`src/design/wcs_pkg.sv`:
```
// Package with types and constants of the weighted completion scheduler.
`timescale 1ns / 1ps
`default_nettype none
package wcs_pkg;
    localparam int MaxJobsDefault = 64;
    localparam int DurW  = 16;
    localparam int CostW = 16;
    localparam int KeyW  = 16;
    localparam int IdW   = 7;
    localparam int FinW  = 22;
    localparam int TotW  = 48;

    typedef enum logic [2:0] {
        t_ST_LOAD,
        t_ST_KEY,
        t_ST_SCAN,
        t_ST_PICK,
        t_ST_EMIT,
        t_ST_MUL
    } t_state;
endpackage
`default_nettype wire

```
`src/design/wcs_divider.sv`:
```
// Restoring divider producing one quotient bit per cycle.
`timescale 1ns / 1ps
`default_nettype none
module wcs_divider (
    input  wire logic                      i_clk,
    input  wire logic                      i_rst_n,
    input  wire logic                      i_go,
    input  wire logic [wcs_pkg::CostW-1:0] i_num,
    input  wire logic [wcs_pkg::DurW-1:0]  i_den,
    output logic                           o_done,
    output logic [wcs_pkg::KeyW-1:0]       o_quot
);
    import wcs_pkg::*;

    logic [DurW:0]    r_rem, n_rem;
    logic [CostW-1:0] r_q, n_q;
    logic [DurW-1:0]  r_den;
    logic [4:0]       r_cnt;
    logic             r_busy, r_done;
    logic [DurW:0]    w_sh;

    always_comb begin
        w_sh  = {r_rem[DurW-1:0], r_q[CostW-1]};
        n_q   = {r_q[CostW-2:0], 1'b0};
        n_rem = w_sh;
        if (w_sh >= {1'b0, r_den}) begin
            n_rem   = w_sh - {1'b0, r_den};
            n_q[0]  = 1'b1;
        end
    end

    always_ff @(posedge i_clk) begin
        if (!i_rst_n) begin
            r_busy <= 1'b0;
            r_done <= 1'b0;
            r_cnt  <= '0;
        end else begin
            r_done <= 1'b0;
            if (i_go) begin
                r_busy <= 1'b1;
                r_cnt  <= 5'(CostW);
                r_rem  <= '0;
                r_q    <= i_num;
                r_den  <= i_den;
            end else if (r_busy) begin
                r_rem <= n_rem;
                r_q   <= n_q;
                r_cnt <= r_cnt - 5'd1;
                if (r_cnt == 5'd1) begin
                    r_busy <= 1'b0;
                    r_done <= 1'b1;
                end
            end
        end
    end

    assign o_done = r_done;
    assign o_quot = (r_den == '0) ? '1 : r_q;
endmodule
`default_nettype wire

```
`config.mk`:
```
export PLATFORM = sky130hd
export DESIGN_NAME = wcs_divider
export DESIGN_NICKNAME = d
export VERILOG_FILES = /design/src/design/wcs_pkg.sv /design/src/design/wcs_divider.sv
export SDC_FILE = /design/constraint.sdc
export NUM_CORES = 1
export LEC_CHECK = 0
export BUFFER_PORTS_ARGS = -buffer_cell sky130_fd_sc_hd__buf_2
export CAP_MARGIN = 20
export CORE_ASPECT_RATIO = 2
export CORE_MARGIN = 1
export CORE_UTILIZATION = 60
export CTS_BUF_LIST = sky130_fd_sc_hd__clkbuf_8 sky130_fd_sc_hd__clkbuf_16
export CTS_CLUSTER_SIZE = 14
export DETAILED_ROUTE_END_ITERATION = 7
export PLACE_DENSITY = 0.87
export SLEW_MARGIN = 5
export SYNTH_ARGS = -nofsm -noshare
export SYNTH_HDL_FRONTEND = slang
export SYNTH_SLANG_ARGS = --single-unit
```
`constraint.sdc`:
```
create_clock -name i_clk -period 4.7 [get_ports i_clk]
set_input_delay 0.235 -clock i_clk [delete_from_list [all_inputs] [get_ports i_clk]]
set_output_delay 0.235 -clock i_clk [all_outputs]
set_load 0.005 [all_outputs]
```
==> results_dict.tcl, run 1 <==
set metrics [dict create \
    synth_cell_type_count 51 \
    combPwrFrac 0.281 \
    rrSetupSlack_ns 1.83 \
    ys_seq_area_frac 0.487 \
    antenna_found_initial 0 \
    syn-num-nets 362 \
    synth-seq-cells 55 \
    grt_max_degree 34 \
    crit_required_ns 4.76 \
    placedCellCount 409 \
    numCtsBuffers 5 \
    hold_ws_ns 0.0819 \
    synth_top_area_frac 0.444 \
    clock-sinks 55 \
    finalMaxSlewViolations 0 \
    synthCells 308 \
    skew_ns 0.0174 \
    period_needed_ns 2.87 \
    power_frac_seq 0.447 \
    io_buffers 51 \
    r2r_end "r_rem[12]" \
    htree_levels 2 \
    post-place-ws_ns 1.87 \
    synth_edf_count 48 \
    die_h_um 106 \
    outcome "finished, final reports clean" \
    clk_pin_slew_ns 0.11 \
    drt_wl_total_mm 7.90 \
    final_area_um2 3680 \
    clock_latency_ns 0.32 \
    final_antenna_net_count 0 \
    maxSlewHeadroom 0.508 \
    synth_largest_area_cell "edfxtp_1" \
    crit_path_max_fanout 14 \
    gp_congestion 0.942 \
    die_area_um2 5730 \
    rows 37 \
    routedWlPerCell_um 18.9 \
    dpl.hpwl_mm 5.59 \
    nets 412 \
    rsz0062_at_grt "false" \
    hold_path_depth 1 \
    drt_iter0_drc 96 \
    p_sw_frac 0.302 \
    vias_per_cell 6.37 \
    grt_pass1_vias 2812 \
    postPlaceCellArea_um2 3550 \
    register_area_um2 1580 \
    start_util 0.627 \
    hold_viol_final 0 \
    post-cts-setup-buffers 0 \
    worstPathArrival_ns 2.93 \
    finish.utilization 0.710 \
    core-area_um2 5180 \
    fillers 383 \
    area_growth_pct 13.3 \
    post_cts_resized 0 \
    hold_buffers 0 \
    drive_above_1_share 0.228 \
    endpoint_kind "register" \
    timing.rr.start "r_rem[11]" \
    p_int_uw 952 \
    drc 0 \
    p_sw_uw 412 \
    gr-usage-all-layers 0.309 \
    fmax_mhz 349 \
    power_leakage_nw 1.52 \
    worst_hold_path_type "primary input to register" \
    cts.path.max_buffers 2 \
    period_share 0.610 \
    first_pass_iters 5 \
    critPathMaxStageDelay_ns 0.70 \
    clockRootBuffer "clkbuf_8" \
    synth_area_leaders "edfxtp_1 (44%), ha_1 (6.9%), mux2_2 (5.5%)" \
    p_clk_frac 0.272 \
    layout.cells.most_common "buf_2" \
    async_flop_share 0 \
    startpoint_type "register" \
    fin_setup_tns_ns 0 \
    vias 2655 \
    finalWorstSetupSlack_ns 1.83 \
    criticalPathCategory "register to register" \
    startpoint "r_rem[11]" \
    fin_cells 417 \
    cap_violations 0 \
    vdd_drop_max_uv 439 \
    setup_viol 0 \
    cts_tree "done" \
    worstHoldStart "i_den[12]" \
    cp_cell_sequence "ha_1 > a21oi_1 > o21ai_0 > o21bai_1 > or4_1 > nand3_1 > o22ai_1" \
    multiInputGateArea_um2 1520 \
    rr_worst_depth 7 \
    insertedDiodeCount 0 \
    avgSynthCellArea_um2 10.5 \
    cpMaxStageDelayCell "or4_1" \
    p_per_area_nw_per_um2 371 \
    overflow 0 \
    worst_slew_pin_slew_ns 0.735 \
    synth_area_um2 3250 \
    io_pins 52 \
    whs_endpoint "r_den[12]" \
    total_power_mw 1.36 \
    final_cell_mix "buf_2 (51), edfxtp_1 (48), inv_1 (26), a21oi_1 (25), o21ai_0 (21)" \
    ys_warn_count 0 \
    grt_pass1_wl_mm 12.7 \
    synth_flop_cell "edfxtp_1" \
    fp.dieW_um 54.0 \
]
## worst max-delay path by stage
stage               depth (start not counted)         to  slack, ns
floorplan                                   8   r_rem[0]       2.26
finish                                      7  r_rem[12]       1.83
global placement                            7  r_rem[14]       1.99
CTS                                         7  r_rem[14]       1.85
global route                                7  r_rem[14]       1.64
detailed placement                          7  r_rem[14]       1.87
## logic make-up after synthesis
family,synth area share
AOI/OAI and AO/OA,0.161
and+or+nand+nor,0.146
DFF,0.487
muxes,0.0554
xor gates and xnor gates,0.0296
buffers and inverters,0.0458
adders and majority gates,0.0755
## layout make-up
type	instances	share of cell area
repair buffers	54	0.0755
clock buffers	5	0.0187
well taps	58	0.0197
clock inverters	3	0.0173
multi-input cells	216	0.413
flip-flops and latches	55	0.430
inverters	26	0.0265
## worst max-delay path, delay by kind of cell (launching register included)
kind	cells	cell delay (ns)
flip-flops	1	0.40
AND/OR/NAND/NOR	2	0.96
adder cells (fa/ha/maj)	1	0.38
AO/OA/AOI/OAI	4	0.86
## metal layers
layer,share of wire,GRT usage,vias to the layer above,wire [µm]
met5,0,0,-,0
met4,0.042,0.159,0,333
met3,0.039,0.0443,27,308
met2,0.56,0.535,107,4410
met1,0.36,0.347,1270,2850
li1,-,-,1251,-
## sequential cells by signal, summed over array words and instances, names as in the netlist
name and flops:
r_den 16, r_q 16, r_rem 16, r_cnt 5, o_done 1, r_busy 1
## power by group through the flow
stage               registers (mW)  logic, mW  clock network (mW)
floorplan                    0.612      0.279                   0
global placement             0.618      0.359                   0
detailed placement           0.621      0.371                   0
CTS                          0.610      0.376               0.373
global route                 0.614      0.421               0.389
finish                       0.610      0.383               0.371
## Yosys cell counts (7+ instances only)
cell and instances:
nand2_1 18, mux2_2 16, ha_1 18, o21ai_0 21
clkbuf_1 7, nand2b_1 19, dfxtp_1 7, nand4_1 8
inv_1 25, nand3_1 9, nor2_1 10, a21oi_1 25
edfxtp_1 48
(Power assumes the default switching activity.)
==> inputs of run 2 (changes only) <==
- CORE_UTILIZATION: 60 -> 57
- PLACE_DENSITY: 0.87 -> 0.83
- clock period: 4.7 -> 2.9 ns (I/O delays scaled with it)
==> run 2 against run 1 <==
Net effect:
- sequential power increased by 63%
- sequential share of layout area decreased by 2.0 points
- combinational power increased by 73%
- worst setup slack got worse by 1.6 ns
- design area increased by 4.9%
- routed wire length increased by 6.3%
- critical path type unchanged
==> results_dict.tcl, run 2 (synthesis gave the netlist of run 1 again) <==
set metrics [dict create \
    endpoint_kind "register" \
    total_power_mw 2.09 \
    overflow 0 \
    maxSlewHeadroom 0.528 \
    period_needed_ns 2.71 \
    finalMaxSlewViolations 0 \
    fp.dieW_um 55.4 \
    dr.max_layer_used "met4" \
    insertedDiodeCount 0 \
    hold_viol_final 0 \
    cts.path.max_buffers 2 \
    met2WireLength_mm 4.65 \
    postPlaceCellArea_um2 3620 \
    fmax_mhz 369 \
    crit_path_max_fanout 12 \
    skew_ns 0.0124 \
    grt_max_degree 24 \
    wl_met3_um 377 \
    worst_hold_path_type "primary input to register" \
    rows 38 \
    p_per_area_nw_per_um2 542 \
    rsz0062_at_grt "false" \
    fillers 365 \
    vdd_drop_max_uv 686 \
    startpoint_type "register" \
    clockRootBuffer "clkbuf_8" \
    outcome "finished, final reports clean" \
    worst_slew_pin_slew_ns 0.700 \
    die_area_um2 6030 \
    setup_viol 0 \
    die_h_um 109 \
    cts_tree "done" \
    final_cell_mix "buf_2 (51), edfxtp_1 (48), inv_1 (25), a21oi_1 (25), o21ai_0 (21)" \
    gr-usage-all-layers 0.292 \
    worstPathArrival_ns 2.79 \
    first_pass_iters 5 \
    numCtsBuffers 5 \
    vias_per_cell 6.22 \
    clock-sinks 55 \
    crit_required_ns 2.98 \
    post-cts-setup-buffers 0 \
    post-place-ws_ns 0.202 \
    final_area_um2 3860 \
    layout.cells.most_common "buf_2" \
    drive_above_1_share 0.241 \
    grt_pass1_vias 2906 \
    finish.utilization 0.706 \
    criticalPathCategory "register to register" \
    finalWorstSetupSlack_ns 0.193 \
    clk_pin_slew_ns 0.11 \
    io_buffers 51 \
    gp_congestion 0.889 \
    nets 435 \
    clock_latency_ns 0.32 \
    wl_met1_mm 2.90 \
    drt_iter0_drc 162 \
    dpl.hpwl_mm 6.01 \
    fin_setup_tns_ns 0 \
    core-area_um2 5470 \
    drt_wl_total_mm 8.39 \
    area_growth_pct 18.9 \
    period_share 0.933 \
    drc 0 \
    start_util 0.594 \
    grt_pass1_wl_mm 13.3 \
    reg_top3 "r_den: 16 flops, r_q: 16 flops, r_rem: 16 flops" \
    cap_violations 0 \
    final_antenna_net_count 0 \
    io_pins 52 \
    power_leakage_nw 1.60 \
    vias 2748 \
    antenna_found_initial 0 \
    htree_levels 2 \
    routedWlPerCell_um 19.0 \
]
-- run 2: worst max-delay path, cell delays in order (launching register included) --
cell      delay (ns)
edfxtp_1        0.41
ha_1            0.37
a21oi_1         0.29
o21ai_0         0.23
o21bai_1        0.22
or4_1           0.45
buf_4           0.22
a21o_1          0.16
o311a_1         0.11
-- run 2: timing repair --
item,in CTS,in global routing
endpoints found under the hold margin,14,1
gates resized for setup,0,1
hold buffers,14,1
setup endpoints to repair,0,1
-- run 2: power breakdown --
group | switching (mW) | internal (mW) | total (mW) | leakage, nW
clock | 0.266 | 0.171 | 0.437 | 0.0483
sequential | 0.0422 | 0.949 | 0.992 | 0.517
combinational | 0.377 | 0.287 | 0.663 | 1.04
-- run 2: final cells by class --
cell class,count,area (µm²),share of cell area
Clock buffer,5,68.8,0.0178
Clock inverter,3,18.8,0.00486
Inverter,26,97.6,0.0253
Multi-Input combinational cell,216,1520,0.394
Sequential cell,55,1580,0.409
Tap cell,60,75.1,0.0194
Timing Repair Buffer,77,500,0.130
-- run 2: per-layer routing --
layer | global-route usage | vias up
li1 | - | 1294
met1 | 0.282 | 1308
met2 | 0.540 | 108
met3 | 0.0617 | 38
met4 | 0.205 | 0
met5 | 0 | -
-- run 2: worst paths after layout --
kind	from	endpoint	slack, ns	depth (start not counted)
hold / removal	i_den[12]	r_den[12]	0.003	1
hold reg to reg	r_cnt[1]	r_cnt[1]	0.53	2
setup reg to reg	r_rem[11]	r_rem[7]	0.19	8
setup / recovery	r_rem[11]	r_rem[7]	0.19	8
-- run 2: stage by stage --
step / hold WS, ns / std cells
final: 0.00314 / 442
after global routing: 0.00112 / 442
after CTS: 0.0000668 / 441
after detailed placement: 0.323 / 419
after global placement: 0.322 / 419
after floorplan: 0.244 / 308
==> inputs of run 3 (changes only) <==
- REMOVE_ABC_BUFFERS: default -> 1
==> run 3 against run 2 <==
Net effect:
- final cell count is 0.90% lower
- critical path depth stayed put
- critical path type unchanged
- via count is 1.6% lower
- sequential power hardly changed
- total power is 0.41% lower
- clock skew is 0.0068 ns higher
- routed wire length is 6.8% lower
- register-to-register slack better by 0.03 ns
- utilization is 0.76 points lower
==> results_dict.tcl, run 3 (synthesis gave the netlist of run 1 again) <==
set metrics [dict create \
    final_cell_mix "buf_2 (51), edfxtp_1 (48), inv_1 (26), a21oi_1 (25), o21ai_0 (21)" \
    vias_per_cell 6.18 \
    startpoint "r_rem[11]" \
    startpoint_type "register" \
    r2r_end "r_rem[7]" \
    p_per_area_nw_per_um2 545 \
    grt_max_degree 33 \
    worst_hold_path_type "primary input to register" \
    layout.cells.most_common "buf_2" \
    period_share 0.924 \
    fp.dieW_um 55.4 \
    fin_setup_tns_ns 0 \
    cp_cell_sequence "ha_1 > a21oi_1 > o21ai_0 > o21bai_1 > or4_1 > buf_4 > a21o_1 > o311a_1" \
    gp_congestion 0.925 \
    rows 38 \
    rsz0062_at_grt "false" \
    first_pass_iters 4 \
    cap_violations 0 \
    dr.max_layer_used "met4" \
    fmax_mhz 373 \
    crit_required_ns 2.98 \
    start_util 0.594 \
    dpl.hpwl_mm 5.70 \
    cts_tree "done" \
    io_pins 52 \
    gr-usage-all-layers 0.274 \
    skew_ns 0.0192 \
    met2WireLength_mm 4.35 \
    hold_viol_final 0 \
    timing.rr.start "r_rem[11]" \
    rrSetupSlack_ns 0.22 \
    critical_path.top_delay_family "compound AO/OA/AOI/OAI gates" \
    vias 2705 \
    core-area_um2 5470 \
    endpoint_kind "register" \
    worst_slew_pin_slew_ns 0.676 \
    power_frac_seq 0.475 \
    vdd_drop_max_uv 556 \
    wl_met1_mm 2.80 \
    die_area_um2 6030 \
    reg_top3 "r_den: 16 flops, r_q: 16 flops, r_rem: 16 flops" \
    criticalPathCategory "register to register" \
    final_antenna_net_count 0 \
    grt_pass1_vias 2807 \
    post-place-ws_ns 0.248 \
    endpoint "r_rem[7]" \
    drive_above_1_share 0.238 \
    p_sw_uw 662 \
    wl_met3_um 334 \
    worstPathArrival_ns 2.76 \
    io_buffers 51 \
    period_needed_ns 2.68 \
    p_clk_frac 0.213 \
    outcome "finished, final reports clean" \
    p_sw_frac 0.318 \
    clockRootBuffer "clkbuf_8" \
    insertedDiodeCount 0 \
    die_h_um 109 \
    crit_buf_inv 1 \
    routedWlPerCell_um 17.9 \
    critPathMaxStageDelay_ns 0.43 \
    cpMaxStageDelayCell "or4_1" \
    nets 431 \
    finalMaxSlewViolations 0 \
    power_leakage_nw 1.59 \
    cts.path.max_buffers 2 \
    clk_pin_slew_ns 0.11 \
    setup_viol 0 \
    drt_wl_total_mm 7.83 \
    grt_pass1_wl_mm 12.8 \
    htree_levels 2 \
    drt_iter0_drc 104 \
    combPwrFrac 0.312 \
    clock_latency_ns 0.32 \
    p_int_mw 1.42 \
    crit_cells 8 \
    antenna_found_initial 0 \
    area_growth_pct 17.6 \
    clock-sinks 55 \
    rr_worst_depth 8 \
    maxSlewHeadroom 0.545 \
    overflow 0 \
    finalWorstSetupSlack_ns 0.222 \
    numCtsBuffers 5 \
    crit_path_max_fanout 10 \
    drc 0 \
]
==> run 3: how the worst min path moves through the flow <==
stage / to / cells after the start / slack [ns] / from
after floorplan: r_den[0] / 0 / 0.24 / i_den[0]
after global placement: r_den[5] / 1 / 0.32 / i_den[5]
after detailed placement: r_den[13] / 1 / 0.32 / i_den[13]
after CTS: r_den[0] / 1 / 0.002 / i_den[0]
after global routing: r_den[4] / 1 / 0.004 / i_den[4]
final: r_den[4] / 1 / 0.009 / i_den[4]
==> run 3: final cells by class <==
cell class	instances	area, µm²
fillers	383	1650
clock buffers	6	82.6
repair buffers	73	450
clock inverters	2	8.76
well taps	60	75.1
inverters	26	97.6
multi-input cells	216	1530
flip-flops and latches	55	1580
==> run 3: repair_timing <==
action,4_1_cts,5_1_grt
endpoints found under the setup margin,0,3
resized for setup,0,1
hold buffers,12,0
endpoints found under the hold margin,12,0
buffers inserted,0,0
==> run 3: through the flow <==
step	instances	power, mW	hold slack (ns)	cell area, µm²	util
floorplan	297	1.42	0.244	3200	-
detailed placement	418	1.63	0.323	3600	0.659
global placement	418	1.61	0.322	3600	0.659
CTS	438	2.09	0.00170	3810	0.698
global route	438	2.19	0.00365	3820	0.699
finish	438	2.08	0.00904	3820	0.699
==> run 3: power groups by stage <==
stage          registers [mW]  logic (mW)  clock network [mW]
6_report                0.990       0.650               0.443
5_1_grt                 0.998       0.717               0.476
4_1_cts                 0.990       0.640               0.457
3_5_place_dp             1.01       0.623                   0
3_3_place_gp             1.00       0.608                   0
2_1_floorplan           0.991       0.433                   0
==> run 3: routing by layer <==
metal / vias up / GRT usage
li1: 1292 / -
met1: 1297 / 0.286
met2: 85 / 0.515
met3: 31 / 0.0391
met4: 0 / 0.159
met5: - / 0
==> run 3: worst register-to-register path: stages, from the launching register on <==
cell	delay [ns]
edfxtp_1	0.42
ha_1	0.38
a21oi_1	0.26
o21ai_0	0.23
o21bai_1	0.24
or4_1	0.43
buf_4	0.20
a21o_1	0.16
o311a_1	0.11
